$ cat config.mk
export PLATFORM = sky130hd
export DESIGN_NAME = ptd_div
export DESIGN_NICKNAME = d
export VERILOG_FILES = /design/src/rtl/ptd_div.sv
export SDC_FILE = /design/constraint.sdc
export NUM_CORES = 1
export LEC_CHECK = 0
export ABC_CLOCK_PERIOD_IN_PS = 4100
export BUFFER_PORTS_ARGS = -buffer_cell sky130_fd_sc_hd__buf_2
export CAP_MARGIN = 20
export CORE_UTILIZATION = 30
export CTS_BUF_LIST = sky130_fd_sc_hd__clkbuf_8
export CTS_CLUSTER_DIAMETER = 100
export DETAILED_ROUTE_END_ITERATION = 12
export GPL_ROUTABILITY_DRIVEN = 0
export SLEW_MARGIN = 20
export SYNTH_ARGS = -nofsm -noshare
export SYNTH_HDL_FRONTEND = slang
export SYNTH_SLANG_ARGS = --single-unit
$ cat constraint.sdc
create_clock -name clk -period 4.1 [get_ports clk]
set_input_delay 1.23 -clock clk [delete_from_list [all_inputs] [get_ports clk]]
set_output_delay 1.23 -clock clk [all_outputs]
set_load 0.01 [all_outputs]
$ cat src/rtl/ptd_div.sv
// ----------------------------------------------------------------------------
// ptd_div
// Pipelined restoring divider that settles one quotient bit per stage.
// The starting remainder must be below the divisor.
// ----------------------------------------------------------------------------
module ptd_div #(
  parameter int DU = 16,
  parameter int QB = 16
) (
  input  logic          clk,
  input  logic          en,
  input  logic [DU-1:0] rem0,
  input  logic [QB-1:0] low,
  input  logic [DU-1:0] den,
  output logic [QB-1:0] quo
);

  logic [DU-1:0] rem_in [QB];
  logic [QB-1:0] low_in [QB];
  logic [DU-1:0] den_in [QB];
  logic [QB-1:0] quo_in [QB];
  logic [DU-1:0] rem_r  [QB];
  logic [QB-1:0] low_r  [QB];
  logic [DU-1:0] den_r  [QB];
  logic [QB-1:0] quo_r  [QB];

  for (genvar i = 0; i < QB; i++) begin : g_stage
    logic [DU:0] trial;
    logic [DU:0] diff;
    logic        take;

    if (i == 0) begin : g_first
      assign rem_in[i] = rem0;
      assign low_in[i] = low;
      assign den_in[i] = den;
      assign quo_in[i] = '0;
    end else begin : g_next
      assign rem_in[i] = rem_r[i-1];
      assign low_in[i] = low_r[i-1];
      assign den_in[i] = den_r[i-1];
      assign quo_in[i] = quo_r[i-1];
    end

    assign trial = {rem_in[i], low_in[i][QB-1]};
    assign take  = trial >= {1'b0, den_in[i]};
    assign diff  = trial - {1'b0, den_in[i]};

    always_ff @(posedge clk) begin
      if (en) begin
        rem_r[i] <= take ? diff[DU-1:0] : trial[DU-1:0];
        low_r[i] <= low_in[i] << 1;
        den_r[i] <= den_in[i];
        quo_r[i] <= (quo_in[i] << 1) | QB'(take);
      end
    end
  end

  assign quo = quo_r[QB-1];

endmodule

==> results.cfg <==
[sta]
setup_violations = 0
worst_slew_pin_slew_ns = 1.06
setup-tns-final_ns = 0
whs_ns = 0.404
skew_ns = 0.0452
final_hold_viol_count = 0
rsz0062_at_grt = false
finalCritPeriodShare_pct = 81.6
period_needed_ns = 3.34
max_slew_margin_pct = 29.4
maxSlewViolCount = 0
fmax_mhz = 299

[layout]
n_fill_cell = 12100
post_route_cells_drive_above_1_share_pct = 11.8
nets = 3480
syn_to_final_growth_pct = 13.3

[critical_path]
critPathKind = register to register
cp-start-kind = register
critical-path-top-delay-family = compound AO/OA/AOI/OAI gates
crit_required_ns = 4.64
arrival_ns = 3.88
setup.worst_path.end_class = register
path_cells = inv_1, ha_1, nor2b_1, o31a_1, o31ai_1, a311oi_1, nand3b_1, a311oi_4, buf_4, o21ai_0
slowest_stage = a311oi_4
crit_cells = 10
crit_fanout = 18
slowest_delay_ns = 0.52
rr_worst_depth = 10
cp_num_buf_inv = 2

[clock_tree]
cts_tree = built
clk_path_buf_depth = 3
numCtsBuffers = 137
ctsResizeCount = 0
cts_sinks = 736
cts_hold_buf = 0
cts_setup_buffers = 0
htree_num_levels = 4
clk_latency_ns = 0.81
cts-root-buf = clkbuf_8
path_clk_slew_ns = 0.06

[global_route]
antenna_found_initial = 1
busiest_layer = met2
gr-total-overflow = 0
track_usage_pct = 11.2
grt_pass1_vias = 22900
grt_max_degree = 105
grt_pass1_wl_um = 114000
grt_use_met2_pct = 19.7
use_met3_pct = 2.79
grtUsageMet1_pct = 12.2

[power]
vdd_ir_drop_max_mv = 0.366
power_frac_comb_pct = 39.9
power_switching_w = 0.0104
clkPwrFrac_pct = 21.7
internal_power_w = 0.0197
power.density_mw_per_mm2 = 713
swShare_pct = 34.6
pwr-share-seq_pct = 38.4
leakagePower_nw = 16.7

[floorplanning]
die_h_um = 354
core-area_mm2 = 0.122
die_x_um = 354
initial_core_util_pct = 30.4
io_pins = 66
rows = 128
dieArea_mm2 = 0.125

[logic_synthesis]
synth_ff_type = edfxtp_1
synthesis.nets = 3300
synth.distinct_cells = 75
synth_top_area_cell = edfxtp_1
yosysMostFrequentCell = edfxtp_1
netlist.area_leader.share_pct = 59.5
async_flop_share_pct = 0
syn-cell-area_mm2 = 0.0372
synth_seq_cells = 736
avgSynthCellArea_um2 = 12.5
seq_area_frac_synth_pct = 59.5
synth_edf_count = 736
ys_top_cells_by_area = edfxtp_1, ha_1, inv_1
ys_warn_count = 0
syn_inst = 2979
ys_top_cells_by_count = edfxtp_1, inv_1, ha_1

[drt]
first_pass_iters = 5
routed_wl_um = 69800
drtAntennaViolNets = 0
vias = 22600
drt-initial-drc-count = 1075
via_per_inst = 4.63
drc_errors = 0
wl_per_cell_um = 14.3

[placed_design]
hpwl_um = 49500
numPortBuffers = 65

[run]
drv_cap = 0

[status]
status = completed

[hold_path]
hold_depth = 0
hp-class = register to register
state kept, by name (all words and copies together), names as in the netlist:
name   flops
den_r    240
rem_r    240
quo_r    136
low_r    120
per-stage QoR:
| stage | total power, W | area, um2 | setup slack, ns | cells | util (%) |
|---|---|---|---|---|---|
| 2_1_floorplan | 0.0209 | 37200 | 0.732 | 2979 | - |
| 3_3_place_gp | 0.0234 | 39600 | 0.459 | 4645 | 32.4 |
| 6_report | 0.0301 | 42100 | 0.755 | 4884 | 34.4 |
| 5_1_grt | 0.0323 | 42100 | 0.526 | 4884 | 34.4 |
| 3_5_place_dp | 0.0236 | 39600 | 0.437 | 4645 | 32.4 |
| 4_1_cts | 0.0304 | 42100 | 0.726 | 4883 | 34.4 |
metal layers:
layer | wire length, um | vias up | share of wire, %
met4 | 3320 | 0 | 4.8
met2 | 34800 | 421 | 50
met3 | 3060 | 178 | 4.4
met5 | 0 | - | 0
met1 | 28600 | 10600 | 41
li1 | - | 11400 | -
final timing paths:
| check | startpoint | to | slack [ns] |
|---|---|---|---|
| setup / recovery | den_r[10][1] | rem_r[1][53] | 0.76 |
| hold / removal | quo_r[5][2] | quo_r[6][3] | 0.40 |
| setup reg to reg | den_r[10][1] | rem_r[1][53] | 0.76 |
| hold reg to reg | quo_r[5][2] | quo_r[6][3] | 0.40 |
layout by cell type (no fill, tap or decap), types with 48 or more instances in the layout:
cell and instances:
edfxtp_1 736, inv_1 353, ha_1 256, a21oi_1 222
nor2_1 204, o21ai_0 173, nand2_1 158, clkbuf_8 141
xnor2_1 99, mux2_2 80, xor2_1 72, a21o_1 71
buf_2 64, o21a_1 48
power by group through the flow:
stage,Clock [W],Sequential (W),Combinational [W]
after floorplan,0,0.0113,0.00955
after global placement,0,0.0117,0.0117
after detailed placement,0,0.0117,0.0119
after CTS,0.00686,0.0116,0.0120
after global routing,0.00715,0.0117,0.0135
final,0.00653,0.0115,0.0120
final cells by class:
class / instances / area [um2] / share of cell area, %
sequential: 736 / 22100 / 52.5
multi-input combinational: 1879 / 13700 / 32.5
clock inverter: 97 / 554 / 1.32
inverter: 311 / 1170 / 2.77
tap: 1625 / 2030 / 4.83
timing repair buffer: 94 / 628 / 1.49
clock buffer: 141 / 1940 / 4.61
antenna: 1 / 2.50 / 0.00594
kinds of logic (layout without fill, tap and decap cells):
family                     Yosys count  after routing  share of synthesized area [%]
AOI/OAI and AO/OA                  708            708                           12.1
xor gates and xnor gates           171            171                           4.03
adders and majority gates          271            271                           9.42
buffers and inverters              364            643                           3.79
DFF                                736            736                           59.5
muxes                              106            106                           3.30
other                                0              1                              0
and+or+nand+nor                    623            623                           7.89
(Power assumes the default switching activity.)
