### config.mk
export PLATFORM = sky130hd
export DESIGN_NAME = ptd_mul
export DESIGN_NICKNAME = d
export VERILOG_FILES = /design/src/rtl/ptd_pkg.sv /design/src/rtl/ptd_mul.sv
export SDC_FILE = /design/constraint.sdc
export NUM_CORES = 1
export LEC_CHECK = 0
export BUFFER_PORTS_ARGS = -buffer_cell sky130_fd_sc_hd__buf_2
export CORE_MARGIN = 4
export CORE_UTILIZATION = 50
export DETAILED_ROUTE_END_ITERATION = 10
export PLACE_DENSITY = 0.71
export SETUP_SLACK_MARGIN = 0.3
export SLEW_MARGIN = 5
export SYNTH_ARGS = -nofsm -noshare
export SYNTH_HDL_FRONTEND = slang
export SYNTH_SLANG_ARGS = --single-unit
### constraint.sdc
create_clock -name clk -period 5.8 [get_ports clk]
set_input_delay 0.58 -clock clk [delete_from_list [all_inputs] [get_ports clk]]
set_output_delay 0.58 -clock clk [all_outputs]
set_load 0.05 [all_outputs]
### src/rtl/ptd_pkg.sv
// ----------------------------------------------------------------------------
// ptd_pkg
// Shared constants and types for the point to triangle squared distance block.
// ----------------------------------------------------------------------------
package ptd_pkg;

  localparam int COORD_BITS_DEF    = 16;
  localparam int FRACTION_BITS_DEF = 16;
  localparam int MUL_CHUNK         = 16;

  typedef enum logic [2:0] {
    REG_VA,
    REG_VB,
    REG_VC,
    REG_AB,
    REG_AC,
    REG_BC,
    REG_IN
  } region_t;

endpackage

### src/rtl/ptd_mul.sv
// ----------------------------------------------------------------------------
// ptd_mul
// Pipelined signed multiplier that adds one partial product per stage,
// splitting the second operand into fixed-width chunks.
// ----------------------------------------------------------------------------
module ptd_mul #(
  parameter int WA = 16,
  parameter int WB = 16,
  parameter int CH = ptd_pkg::MUL_CHUNK
) (
  input  logic                    clk,
  input  logic                    en,
  input  logic signed [WA-1:0]    a,
  input  logic signed [WB-1:0]    b,
  output logic signed [WA+WB-1:0] p
);

  localparam int NCH = (WB + CH - 1) / CH;
  localparam int BE  = NCH * CH;
  localparam int PW  = WA + WB;

  logic signed [BE-1:0] bx;
  logic signed [WA-1:0] a_in   [NCH];
  logic signed [BE-1:0] b_in   [NCH];
  logic signed [PW-1:0] acc_in [NCH];
  logic signed [WA-1:0] a_r    [NCH];
  logic signed [BE-1:0] b_r    [NCH];
  logic signed [PW-1:0] acc_r  [NCH];

  assign bx = BE'(b);

  for (genvar i = 0; i < NCH; i++) begin : g_stage
    logic signed [CH:0]      chunk;
    logic signed [WA+CH:0]   part;

    if (i == 0) begin : g_first
      assign a_in[i]   = a;
      assign b_in[i]   = bx;
      assign acc_in[i] = '0;
    end else begin : g_next
      assign a_in[i]   = a_r[i-1];
      assign b_in[i]   = b_r[i-1];
      assign acc_in[i] = acc_r[i-1];
    end

    if (i == NCH - 1) begin : g_top
      assign chunk = {b_in[i][i*CH+CH-1], b_in[i][i*CH +: CH]};
    end else begin : g_low
      assign chunk = {1'b0, b_in[i][i*CH +: CH]};
    end

    assign part = a_in[i] * chunk;

    always_ff @(posedge clk) begin
      if (en) begin
        a_r[i]   <= a_in[i];
        b_r[i]   <= b_in[i];
        acc_r[i] <= acc_in[i] + (PW'(part) <<< (i * CH));
      end
    end
  end

  assign p = acc_r[NCH-1];

endmodule

==> flow_metrics.py, run 1 <==
metrics = {
    "logic_synthesis": {
        "yosys-top-cells-area": "fa_1 (48%), inv_1 (9.9%), ha_1 (9.5%)",
        "syn-cell-area_sq_um": 10800,
        "synth_top_area_share_pct": 48.4,
        "async_flop_share_pct": 0,
        "ys_ff_latch": 32,
        "synthFlopType": "edfxtp_1",
        "synth-seq-area-share_pct": 8.86,
        "yosysUniqueCellTypes": 40,
        "synth_cells": 1122,
        "synth_area_leader_cell": "fa_1",
        "avgSynthCellArea_sq_um": 9.67,
        "syn-num-nets": 1500,
        "synth-edff-count": 32,
        "ys_warn_count": 0,
    },
    "clock_tree": {
        "clock-sinks": 32,
        "cts_root_buffer": "clkbuf_16",
        "ctsLongestPathBuffers": 2,
        "clk_pin_slew_ns": 0.06,
        "htree_levels": 2,
        "cts_buffers": 5,
        "cts_tree": "yes",
    },
    "routing": {
        "routed_wirelength_mm": 26.2,
        "initialDrtViolationCount": 303,
        "ant_nets": 0,
        "avgRoutedWirePerCell_um": 16.6,
        "vias": 8060,
        "first_pass_iters": 6,
        "viasPerCell": 5.12,
        "drcViolationCount": 0,
    },
    "grt": {
        "grt_max_degree": 33,
        "grt_pass1_vias": 9349,
        "grt_overflow": 0,
        "grt_first_pass_wirelength_mm": 44.5,
        "track_usage_pct": 23.4,
        "antenna_found_initial": 0,
    },
    "placed_design": {
        "dp_hpwl_mm": 21.7,
        "io_buffer_count": 65,
        "gp_congestion": 0.876,
    },
    "critical_path": {
        "worst_ep_arrival_time_ns": 5.61,
        "path_max_fanout": 16,
        "required_ns": 5.83,
        "crit_type": "in2reg",
        "crit_path_start_kind": "primary input",
        "critPathCaptureType": "flip-flop",
    },
    "finish": {
        "final_util_pct": 63.4,
        "fillCellCount": 1703,
        "syn_to_final_growth_pct": 23.6,
        "nNetsFinal": 1677,
        "reg_top3": "acc_r (32)",
        "antenna_cells": 0,
        "max_flop_register": "acc_r",
        "largest_reg_flops": 32,
        "drive_gt1_share_pct": 23.6,
    },
    "hold_path": {
        "hp-class": "in2reg",
    },
    "floorplan": {
        "core_sq_um": 21200,
        "die_h_um": 155,
        "io-pin-count": 66,
        "die_area_sq_um": 24100,
        "rows": 53,
        "dieWidth_um": 155,
        "start_util_pct": 51.3,
    },
    "timing": {
        "fmax_mhz": 179,
        "final_hold_viol_count": 0,
        "timing.hold.ws_ns": 0.846,
        "tns_ns": 0,
        "min_period_over_period_pct": 96.2,
        "setup_violations": 0,
        "slew_viol_final": 0,
        "tightest_slew_ns": 0.734,
        "slew_headroom_pct": 51.1,
        "finalCriticalPeriod_ns": 5.58,
        "rsz0062_at_grt": "true",
    },
    "flow_run": {
        "drv_cap": 0,
    },
    "run_status": {
        "status": "finished, final reports clean",
    },
}
worst max-delay path: stages:
cell      delay (ns)
buf_8           0.14
and2_1          0.16
fa_1            0.53
inv_1           0.05
fa_1            0.46
fa_2            0.54
inv_1           0.04
ha_1            0.30
fa_1            0.50
fa_1            0.47
ha_1            0.22
or4_4           0.53
o21ai_4         0.09
a21oi_2         0.06
nand3_2         0.09
o21ai_2         0.08
o311ai_4        0.35
buf_4           0.17
o211ai_1        0.09
xor2_1          0.16
Yosys cell counts, types with 2 or more instances:
cell type and number:
a211oi_1 4, a21o_1 18, a21oi_1 23, a21oi_2 2, a31oi_1 3, and2_1 122, and3_1 4, buf_1 3
buf_2 2, clkbuf_1 31, edfxtp_1 32, fa_1 262, ha_1 82, inv_1 287, nand2_1 131, nand2b_1 6
nand3_1 4, nand4_1 3, nor2_1 26, nor2b_1 2, nor3_1 4, o211ai_1 2, o21a_1 3, o21ai_0 9
o21ai_1 5, o21ai_2 3, o21bai_1 2, xnor2_1 26, xor2_1 10
final timing paths:
path | start | to | cells after the start
max | a[6] | acc_r[0][29] | 20
min | b[0] | acc_r[0][0] | 2
cells in the final DEF, fill, tap and decap left out, types with 4 or more instances in the layout:
cell type  netlist  layout
a21o_1          18      18
a21oi_1         23      17
a21oi_2          2       7
and2_1         122     108
and2_4           0      14
buf_12           0      12
buf_2            2      39
buf_4            0     129
buf_6            0      17
buf_8            0       6
clkbuf_16        0       5
edfxtp_1        32      32
fa_1           262     249
fa_2             0      13
ha_1            82      68
ha_4             0      14
inv_1          287     279
inv_2            0       7
nand2_1        131     122
nand2_2          0       6
nand2b_1         6       5
nor2_1          26      24
o21ai_0          9       7
o21ai_1          5       4
o21ai_2          3       5
xnor2_1         26      26
xor2_1          10      10
metrics by stage:
stage	setup WS [ns]	instance area, sq um	instances
2_1_floorplan	0.143	11200	1122
3_3_place_gp	-0.340	12500	1547
3_5_place_dp	-0.409	12500	1547
4_1_cts	0.192	13200	1567
5_1_grt	0.0484	13400	1574
6_report	0.220	13400	1574
logic make-up after synthesis:
group,synth area share [%]
and+or+nand+nor,14.2
buffers and inverters,11.2
xor gates and xnor gates,2.91
adders and majority gates,57.8
DFF,8.86
AOI/OAI and AO/OA,5.08
cell type report:
cell class | count | area [sq um] | share of cell area (%)
multi-input cells | 767 | 9110 | 67.9
clock inverters | 2 | 12.5 | 0.0933
inverters | 287 | 1080 | 8.05
flip-flops and latches | 32 | 961 | 7.16
repair buffers | 206 | 1780 | 13.3
well taps | 275 | 344 | 2.57
clock buffers | 5 | 125 | 0.933
per-layer routing:
layer	wire, um	global-route usage, %
met5	0	0
met3	978	2.56
met1	9650	27.3
met4	1160	9.63
met2	14400	43.5
what timing repair did:
| action | CTS | global route |
|---|---|---|
| resized for setup | 92 | 48 |
| gates cloned | 3 | 0 |
| hold buffers | 0 | 0 |
| pin swaps | 48 | 33 |
| setup endpoints to repair | 14 | 16 |
| hold endpoints to repair | 0 | 0 |
| setup buffers | 10 | 7 |
Power of run 1 is not shown: default switching activity piles up to over one toggle a cycle in this logic, so the estimate is an artifact.
==> run 2: changes to the inputs <==
==> constraint.sdc (replaced) <==
create_clock -name clk -period 5.8 [get_ports clk]
set_input_delay 0.29 -clock clk [delete_from_list [all_inputs] [get_ports clk]]
set_output_delay 0.29 -clock clk [all_outputs]
set_load 0.05 [all_outputs]
==> flow_metrics.py, run 2 (synthesis gave the netlist of run 1 again) <==
metrics = {
    "run_status": {
        "status": "finished, final reports clean",
    },
    "critical_path": {
        "critPathCaptureType": "flip-flop",
        "required_ns": 5.83,
        "worst_ep_arrival_time_ns": 5.47,
        "crit_buf_inv": 6,
        "cp_slowest_stage_delay_ns": 0.56,
        "path_cells": "buf_12 -> buf_12 -> and2_4 -> fa_1 -> inv_2 -> fa_1 -> fa_1 -> inv_2 -> fa_2 -> fa_1 -> inv_2 -> fa_1 -> inv_2 -> ha_4 -> and4_4 -> nand3_4 -> a2111oi_4 -> o21ai_2 -> o21ai_4 -> a21o_1 -> a21o_1 -> xor2_1",
        "path_max_fanout": 7,
        "path_common_cell": "fa_1",
        "crit_type": "in2reg",
        "cpMaxStageDelayCell": "fa_1",
        "path_delay_family": "adder cells",
        "crit_path_start_kind": "primary input",
    },
    "finish": {
        "antenna_cells": 0,
        "final_cell_mix": "inv_1 (282), fa_1 (253), nand2_1 (126)",
        "reg_top3": "acc_r (32)",
        "syn_to_final_growth_pct": 15.3,
        "nNetsFinal": 1606,
        "final_util_pct": 59.1,
        "largest_reg_flops": 32,
        "final_common_cell": "inv_1",
        "fillCellCount": 1813,
        "multiInputGateArea_sq_um": 8920,
        "max_flop_register": "acc_r",
        "regArea_sq_um": 961,
        "drive_gt1_share_pct": 16.4,
    },
    "placed_design": {
        "dp_hpwl_mm": 20.9,
        "io_buffer_count": 65,
        "gp_congestion": 0.890,
    },
    "clock_tree": {
        "ctsLongestPathBuffers": 2,
        "cts_buffers": 5,
        "ctsHoldBuffers": 0,
        "clk_pin_slew_ns": 0.05,
        "clock-sinks": 32,
        "cts_tree": "yes",
        "htree_levels": 2,
        "cts_root_buffer": "clkbuf_16",
    },
    "flow_run": {
        "drv_cap": 0,
    },
    "timing": {
        "setup_violations": 0,
        "final_hold_viol_count": 0,
        "tns_ns": 0,
        "slew_viol_final": 0,
        "tightest_slew_ns": 0.761,
        "slew_headroom_pct": 49.3,
        "rsz0062_at_grt": "true",
        "finalCriticalPeriod_ns": 5.44,
        "min_period_over_period_pct": 93.7,
        "fmax_mhz": 184,
    },
    "floorplan": {
        "core_sq_um": 21200,
        "die_area_sq_um": 24100,
        "start_util_pct": 51.3,
        "die_h_um": 155,
        "rows": 53,
        "io-pin-count": 66,
        "dieWidth_um": 155,
    },
    "grt": {
        "grt_pass1_vias": 8394,
        "grt_first_pass_wirelength_mm": 39.6,
        "grt_overflow": 0,
        "antenna_found_initial": 0,
        "track_usage_pct": 20.3,
        "grt_max_degree": 33,
    },
    "routing": {
        "initialDrtViolationCount": 358,
        "drcViolationCount": 0,
        "avgRoutedWirePerCell_um": 15.7,
        "vias": 7758,
        "ant_nets": 0,
        "first_pass_iters": 4,
        "routed_wirelength_mm": 23.7,
        "viasPerCell": 5.16,
    },
    "hold_path": {
        "hp-class": "in2reg",
    },
}
## run 2: cell count changes in the layout (fill, tap and decap cells not counted), sizes merged
cell,before,now
clkbuf,5,10
buf,204,130
bufinv,0,1
bufbuf,2,0
## run 2: repair_timing
item / 4_1_cts / 5_1_grt
pin swaps: 3 / 44
resized for setup: 11 / 94
endpoints found under the setup margin: 5 / 14
buffers inserted: 1 / 3
## run 2: path summary, 6_finish.rpt
path | from | end | slack [ns] | cells past startpoint
min | b[0] | acc_r[0][0] | 0.52 | 2
max | a[8] | acc_r[0][23] | 0.36 | 22
## run 2: metrics by stage
step / worst slack [ns] / std cells / cell area (sq um) / hold slack [ns]
2_1_floorplan: 0.300 / 1122 / 10900 / 0.402
3_3_place_gp: 0.00231 / 1492 / 12000 / 0.803
3_5_place_dp: -0.0394 / 1492 / 12000 / 0.809
4_1_cts: 0.312 / 1501 / 12200 / 0.521
5_1_grt: 0.141 / 1504 / 12500 / 0.551
6_report: 0.364 / 1504 / 12500 / 0.523
## run 2: routing by layer
metal	wire [um]	vias to the layer above	GRT usage [%]	part of all wire [%]
met2	13300	188	38.5	56
li1	-	3504	-	-
met1	8680	4018	24.7	37
met5	0	-	0	0
met3	1120	48	2.42	4.7
met4	571	0	4.63	2.4
## run 2: layout make-up
type                    instances  share of cell area, %
multi-input cells             767                   71.3
flip-flops and latches         32                   7.68
inverters                     287                   8.61
clock inverters                 3                  0.340
well taps                     275                   2.75
clock buffers                   5                   1.00
repair buffers                135                   8.29
Power of run 2 is left out for the same reason.
==> run 3: changes to the inputs <==
- CORE_UTILIZATION: 50 -> 58
- PLACE_DENSITY: 0.71 -> 0.81
==> flow_metrics.py, run 3 (synthesis gave the netlist of run 1 again) <==
metrics = {
    "finish": {
        "final_util_pct": 68.0,
        "fillCellCount": 1350,
        "antenna_cells": 0,
        "syn_to_final_growth_pct": 14.1,
        "largest_reg_flops": 32,
        "nNetsFinal": 1600,
        "drive_gt1_share_pct": 16.5,
        "max_flop_register": "acc_r",
        "reg_top3": "acc_r (32)",
        "final_common_cell": "inv_1",
        "final_cell_mix": "inv_1 (285), fa_1 (253), nand2_1 (128)",
    },
    "timing": {
        "slew_viol_final": 0,
        "tightest_slew_ns": 0.720,
        "slew_headroom_pct": 52.0,
        "timing.hold.ws_ns": 0.467,
        "min_period_over_period_pct": 94.0,
        "tns_ns": 0,
        "final_hold_viol_count": 0,
        "rsz0062_at_grt": "true",
        "fmax_mhz": 183,
        "setup_violations": 0,
        "worst_slack_ns": 0.346,
        "finalCriticalPeriod_ns": 5.45,
    },
    "clock_tree": {
        "ctsLongestPathBuffers": 2,
        "ctsHoldBuffers": 0,
        "cts_tree": "yes",
        "htree_levels": 2,
        "clock-sinks": 32,
        "clk_pin_slew_ns": 0.05,
        "cts_root_buffer": "clkbuf_16",
        "cts_buffers": 5,
    },
    "grt": {
        "grt_first_pass_wirelength_mm": 39.1,
        "track_usage_pct": 23.9,
        "grt_pass1_vias": 8440,
        "grt_max_degree": 33,
        "antenna_found_initial": 0,
        "grt_overflow": 0,
    },
    "routing": {
        "routed_wirelength_mm": 23.8,
        "first_pass_iters": 5,
        "initialDrtViolationCount": 431,
        "met1_length_mm": 8.38,
        "drcViolationCount": 0,
        "vias": 7788,
        "dr.max_layer_used": "met4",
        "avgRoutedWirePerCell_um": 16.4,
        "viasPerCell": 5.36,
        "ant_nets": 0,
        "route.met2.wl_mm": 13.4,
        "wl_met3_mm": 1.12,
    },
    "placed_design": {
        "place_ws_ns": -0.0525,
        "io_buffer_count": 65,
        "gp_congestion": 0.932,
        "dp_hpwl_mm": 20.7,
    },
    "floorplan": {
        "dieWidth_um": 145,
        "io-pin-count": 66,
        "die_area_sq_um": 21000,
        "start_util_pct": 59.6,
        "core_sq_um": 18200,
        "rows": 49,
        "die_h_um": 145,
    },
    "critical_path": {
        "path_max_fanout": 11,
        "crit_path_start_kind": "primary input",
        "required_ns": 5.83,
        "critPathCaptureType": "flip-flop",
        "crit_type": "in2reg",
        "worst_ep_arrival_time_ns": 5.48,
    },
    "hold_path": {
        "hp-class": "in2reg",
        "worstHoldStart": "a[0]",
        "holdPathEnd": "acc_r[0][0]",
        "min_delay_path_depth": 2,
    },
    "flow_run": {
        "drv_cap": 0,
    },
    "run_status": {
        "status": "finished, final reports clean",
    },
}
==> run 3: cell types whose count changed in the layout (fill, tap and decap cells not counted), sizes merged <==
cell | previous run | this run
buf | 130 | 127
inv | 287 | 286
clkinv | 1 | 2
clkbuf | 10 | 7
==> run 3: worst max-delay path by stage <==
stage,slack (ns),endpoint,cells past startpoint,from
after floorplan,0.30,acc_r[0][30],21,b[1]
after global placement,-0.0006,acc_r[0][30],21,a[11]
after detailed placement,-0.05,acc_r[0][30],21,b[2]
after CTS,0.30,acc_r[0][31],20,a[14]
after global routing,0.24,acc_r[0][28],20,b[4]
final,0.35,acc_r[0][26],19,b[4]
==> run 3: layer usage <==
metal | global-route usage, % | up-vias
met3 | 2.50 | 58
met2 | 44.8 | 248
met5 | 0 | -
met4 | 9.08 | 0
li1 | - | 3498
met1 | 28.0 | 3984
==> run 3: per-stage QoR <==
stage          instance area, sq um  instances
2_1_floorplan                 10900       1122
3_3_place_gp                  11800       1435
3_5_place_dp                  11800       1435
4_1_cts                       12000       1443
5_1_grt                       12400       1452
6_report                      12400       1452
==> run 3: final cells by class <==
class / instances / area, sq um / share of cell area (%)
multi-input cells: 767 / 8960 / 72.4
inverters: 287 / 1080 / 8.73
flip-flops and latches: 32 / 961 / 7.76
repair buffers: 129 / 925 / 7.47
well taps: 229 / 287 / 2.31
clock buffers: 5 / 125 / 1.01
clock inverters: 3 / 37.5 / 0.303
==> run 3: what timing repair did <==
item	in CTS	in global routing
pin swaps	0	44
endpoints found under the setup margin	4	12
resized for setup	7	110
buffers inserted	0	9
==> run 3: critical path, cell delays in order <==
cell,delay [ns]
buf_6,0.13
and2_4,0.16
fa_1,0.52
inv_1,0.05
fa_2,0.52
fa_1,0.44
fa_1,0.54
inv_1,0.05
fa_1,0.49
fa_2,0.62
ha_2,0.29
a21o_1,0.18
a31o_2,0.25
o211ai_1,0.20
buf_4,0.17
nand2_1,0.07
a21o_1,0.19
a211oi_2,0.21
nor3_1,0.07
Power of run 3 is left out for the same reason.
